<file path="src/sv/dfv_pkg.sv">
`default_nettype none
package dfv_pkg;

	localparam int TANH_DEPTH_DEF = 64;
	localparam int TANH_MAX_DEPTH = 1024;
	localparam int DIV_BITS       = 48;
	localparam int QUEUE_DEPTH    = 4;
	localparam int QPTR_W         = $clog2(QUEUE_DEPTH);
	localparam int QCNT_W         = $clog2(QUEUE_DEPTH + 1);

	localparam logic signed [40:0] DUTY_LIMIT = 41'sd16711680;
	localparam logic [32:0]        TANH_XMAX  = 33'd262144;
	localparam logic [16:0]        ONE_Q16    = 17'd65536;
	localparam logic [63:0]        Q30_ONE    = 64'd1 << 30;

	typedef enum logic [2:0] {
		REG_MOTOR_GAIN         = 3'd0,
		REG_MOTOR_SPEED_LOSS   = 3'd1,
		REG_DRAG_COEFFICIENT   = 3'd2,
		REG_FRICTION_LEVEL     = 3'd3,
		REG_FRICTION_SHARPNESS = 3'd4,
		REG_MASS               = 3'd5,
		REG_SPEED_LIMIT        = 3'd6,
		REG_STEP_PERIOD        = 3'd7
	} reg_index_t;

	typedef struct packed {
		logic signed [31:0] throttle;
		logic signed [31:0] velocity;
	} item_t;

	typedef struct packed {
		logic signed [31:0] velocity_command;
		logic signed [31:0] traction_force;
	} result_t;

	typedef struct packed {
		logic signed [31:0] motor_gain;
		logic signed [31:0] motor_speed_loss;
		logic signed [31:0] drag_coefficient;
		logic signed [31:0] friction_level;
		logic signed [31:0] friction_sharpness;
		logic [30:0]        mass;
		logic [30:0]        speed_limit;
		logic [30:0]        step_period;
	} cfg_t;

	typedef struct packed {
		logic signed [31:0] net_force;
		logic signed [31:0] velocity;
	} front_beat_t;

	typedef struct packed {
		logic              full;
		logic              empty;
		logic [QCNT_W-1:0] count;
	} queue_stat_t;

	typedef logic [16:0] tanh_tab_t [0:TANH_MAX_DEPTH];

	function automatic logic signed [31:0] sat32(input logic signed [63:0] x);
		if (x > 64'sd2147483647) begin
			return 32'sh7fffffff;
		end else if (x < -64'sd2147483648) begin
			return 32'sh80000000;
		end
		return x[31:0];
	endfunction

	// Q16.16 product: floor shift, then saturate
	function automatic logic signed [31:0] qmul(input logic signed [63:0] p);
		logic signed [63:0] sh;
		sh = p >>> 16;
		return sat32(sh);
	endfunction

	// shift-subtract divide, table build only
	function automatic logic [63:0] udiv64(input logic [63:0] n, input logic [63:0] d);
		logic [63:0] q;
		logic [64:0] r;
		q = '0;
		r = '0;
		for (int b = 63; b >= 0; b--) begin
			r = {r[63:0], n[b]};
			if (r >= {1'b0, d}) begin
				r = r - {1'b0, d};
				q[b] = 1'b1;
			end
		end
		return q;
	endfunction

	function automatic tanh_tab_t build_tanh(input int depth, input logic [63:0] h);
		tanh_tab_t   tab;
		logic [63:0] term;
		logic [63:0] r;
		logic [63:0] p;
		logic [63:0] den;
		logic [63:0] v;
		term = Q30_ONE;
		r    = Q30_ONE;
		p    = Q30_ONE;
		for (int n = 1; n <= 20; n++) begin
			term = udiv64((term * h) >> 30, 64'(n));
			if (n % 2 == 1) begin
				r = r - term;
			end else begin
				r = r + term;
			end
		end
		for (int i = 0; i <= TANH_MAX_DEPTH; i++) begin
			tab[i] = '0;
			if (i < depth) begin
				den    = Q30_ONE + p;
				v      = udiv64(((Q30_ONE - p) << 16) + (den >> 1), den);
				tab[i] = v[16:0];
				p      = (p * r) >> 30;
			end else if (i == depth) begin
				tab[i] = ONE_Q16;
			end
		end
		return tab;
	endfunction

endpackage
`default_nettype wire

</file>
<file path="src/sv/dfv_queue.sv">
`default_nettype none
module dfv_queue (
	input  wire                  clk,
	input  wire                  arst_n,
	input  wire                  push,
	input  dfv_pkg::front_beat_t wdata,
	input  wire                  pop,
	output dfv_pkg::front_beat_t rdata,
	output dfv_pkg::queue_stat_t stat
);
	import dfv_pkg::*;

	front_beat_t       mem [0:QUEUE_DEPTH-1];
	logic [QPTR_W-1:0] wp_q, rp_q;
	logic [QCNT_W-1:0] cnt_q;
	logic              do_push, do_pop;

	assign do_push = push && !stat.full;
	assign do_pop  = pop && !stat.empty;

	always_ff @(posedge clk or negedge arst_n) begin
		if (!arst_n) begin
			wp_q  <= '0;
			rp_q  <= '0;
			cnt_q <= '0;
		end else begin
			if (do_push) wp_q <= wp_q + 1'b1;
			if (do_pop) rp_q <= rp_q + 1'b1;
			cnt_q <= cnt_q + QCNT_W'(do_push) - QCNT_W'(do_pop);
		end
	end

	always_ff @(posedge clk) begin
		if (do_push) mem[wp_q] <= wdata;
	end

	assign rdata      = mem[rp_q];
	assign stat.full  = cnt_q == QCNT_W'(QUEUE_DEPTH);
	assign stat.empty = cnt_q == '0;
	assign stat.count = cnt_q;

endmodule
`default_nettype wire

</file>
<file path="config.mk">
export PLATFORM = sky130hd
export DESIGN_NAME = dfv_queue
export DESIGN_NICKNAME = d
export VERILOG_FILES = /design/src/sv/dfv_pkg.sv /design/src/sv/dfv_queue.sv
export SDC_FILE = /design/constraint.sdc
export NUM_CORES = 1
export LEC_CHECK = 0
export BUFFER_PORTS_ARGS = -buffer_cell sky130_fd_sc_hd__buf_4
export CORE_UTILIZATION = 40
export DETAILED_ROUTE_END_ITERATION = 8
export GPL_TIMING_DRIVEN = 1
export RECOVER_POWER = 100
export SYNTH_ARGS = -nofsm -noshare
export SYNTH_HDL_FRONTEND = slang
export SYNTH_SLANG_ARGS = --single-unit
export TNS_END_PERCENT = 10
</file>
<file path="constraint.sdc">
create_clock -name clk -period 4.75 [get_ports clk]
set_input_delay 0.475 -clock clk [delete_from_list [all_inputs] [get_ports clk]]
set_output_delay 0.475 -clock clk [all_outputs]
set_load 0.05 [all_outputs]
</file>
==> results.ini <==
[worst_setup_path]
worst-path-buf-inv = 2
worstSetupEndpointType = output pin
cp_max_fo = 36
cp-start-kind = flop
slowest_delay_ns = 1.61
cp_top_family = flip-flops
worstPathArrival_ns = 3.50
crit_chain = buf_4 -> mux4_2 -> clkbuf_1
cpMaxStageDelayCell = dfrtp_1
cp.required_ns = 4.28
crit_type = reg -> out

[synth]
synth_nets = 451
synth-edff-count = 256
yosysUniqueCellTypes = 21
ys_seq_elements = 263
ys.flop_type = edfxtp_1
yosys.area.top_type = edfxtp_1
avgSynthCellArea_sq_um = 25.8
netlist_instances = 376
synth_commonest_cells = edfxtp_1, mux4_2, dfrtp_1
synth_top_area_share_pct = 79.2
seq_area_frac_synth_pct = 81.1
synthArstFlopShare_pct = 2.66
ys.warnings.count = 0
syn_area_sq_um = 9700
synth_most_common_cell = edfxtp_1
synthTopCellsByArea = edfxtp_1, mux4_2, dfrtp_1, ha_1, buf_6

[route]
drt_iter0_drc = 216
wl_mm = 17.4
detail-route-antenna-nets = 0
first_pass_iters = 7
vias = 4397
wire_per_inst_um = 19.9
drc = 0
avgViaCountPerCell = 5.04

[timing]
min_period_ns = 3.97
tns_ns = 0
period_share_pct = 83.6
fmax_mhz = 252
relSlewSlack_pct = -47.8
maxSlewViolCount = 198
hold_viol_final = 0
setup-violations-final = 0
tightest_slew_ns = 2.22
grt_setup_unrepaired = no
finClkSkew_ns = 0.0125

[global_routing]
first_global_vias = 4631
grt_usage_pct = 14.1
antenna_found_initial = 1
grt_max_degree = 44
grt_pass1_wl_mm = 25.9
overflow = 0

[place]
routabilityCongestion = 0.761
io_buffers = 136
place_hpwl_mm = 10.5

[cells_and_area]
syn2layout_area_growth_pct = 19.5
n_antenna_cell = 0
final_nets = 608
ff_latch_area_sq_um = 7870
multiInputGateArea_sq_um = 1700
fill_cells = 1973
drive_gt1_share_pct = 25.9

[cts]
cts_tree = yes
cts.sinks = 263
cts_buffer_depth = 3
numCtsBuffers = 26
cts_setup_buffers = 0
cts-root-buf = clkbuf_16
cts.clk_slew.worst_paths_ns = 0.06
htreeDepth = 1
clock_latency_ns = 0.51

[die]
die_area_sq_um = 24900
num_io_pins = 137
initial_core_util_pct = 41.1
rows = 56
die_h_um = 158
coreArea_sq_um = 23600
die_w_um = 158

[job]
drv_cap = 5

[run_status]
status = finished with violations
violations = capacitance limit, slew limit

[worst_hold_path]
hold_path_class = in -> reg

-- final cells by class --
| type | instances | share of cell area [%] |
|---|---|---|
| Multi-Input combinational cell | 92 | 14.7 |
| Clock inverter | 18 | 2.15 |
| Tap cell | 319 | 3.44 |
| Sequential cell | 263 | 67.9 |
| Timing Repair Buffer | 144 | 5.76 |
| Inverter | 6 | 0.194 |
| Clock buffer | 30 | 5.92 |
-- cells by family after synthesis --
logic type	after synthesis	synth area share (%)
mux	64	14.9
xor+xnor	4	0.361
buf+inv	21	1.35
fa+ha+maj	7	0.980
compound gates	4	0.322
flops	263	81.1
simple gates	13	1.07
-- per-stage QoR --
stage          cells  hold slack [ns]  util [%]  area [sq um]  worst slack, ns
2_1_floorplan    376            0.179         -          9700             1.50
3_3_place_gp     823            0.292      46.9         11100             2.01
3_5_place_dp     823            0.294      46.9         11100             1.96
4_1_cts          872            0.127      50.9         12000             1.37
5_1_grt          872            0.198      49.1         11600            0.640
6_report         872            0.219      49.1         11600            0.777
-- layout by cell type (no fill, tap or decap) --
cell	count
o211ai_1	2
buf_4	31
o311ai_0	1
clkbuf_16	27
clkbuf_2	4
nor3_1	1
o31ai_1	1
mux4_2	64
clkinvlp_4	3
clkinv_2	6
bufinv_16	6
dfrtp_4	1
nor3b_1	1
dfrtp_1	6
dlygate4sd3_1	1
nand2b_1	4
nand2_1	1
nand4bb_1	2
fa_1	1
and3b_1	4
clkinv_4	1
xor2_1	1
clkbuf_1	111
xnor2_1	3
ha_1	6
edfxtp_1	256
inv_1	6
clkinv_1	2
-- worst paths after layout --
| kind | startpoint | endpoint | slack [ns] | depth (start not counted) |
|---|---|---|---|---|
| min in group asynchronous | arst_n | cnt_q[0] | 0.38 | 2 |
| hold / removal | wdata[8] | mem[0][8] | 0.22 | 1 |
| setup reg to reg | cnt_q[2] | mem[0][41] | 1.00 | 3 |
| hold reg to reg | wp_q[1] | wp_q[1] | 0.62 | 2 |
| setup / recovery | rp_q[1] | rdata[39] | 0.78 | 3 |
| max in group asynchronous | arst_n | rp_q[0] | 4.05 | 2 |
-- repair_timing --
| action | in CTS | in global routing |
|---|---|---|
| hold buffers | 1 | 0 |
| resized for setup | 0 | 0 |
| endpoints found under the hold margin | 7 | 0 |
-- flip-flops by register name, summed over array words and instances, names as in the netlist --
| signal | count |
|---|---|
| rp_q | 2 |
| mem | 256 |
| cnt_q | 3 |
| wp_q | 2 |
-- routing by layer --
layer | track usage (%) | vias up | wire (um)
met3 | 4.08 | 29 | 1320
met1 | 18.2 | 2291 | 7530
met2 | 23.2 | 149 | 8210
met4 | 3.74 | 2 | 287
met5 | 0 | - | 15
li1 | - | 1926 | -
Power is left out: the tool's default activity adds up to more than one toggle a clock period on the data nets, which glitch-free logic cannot reach.
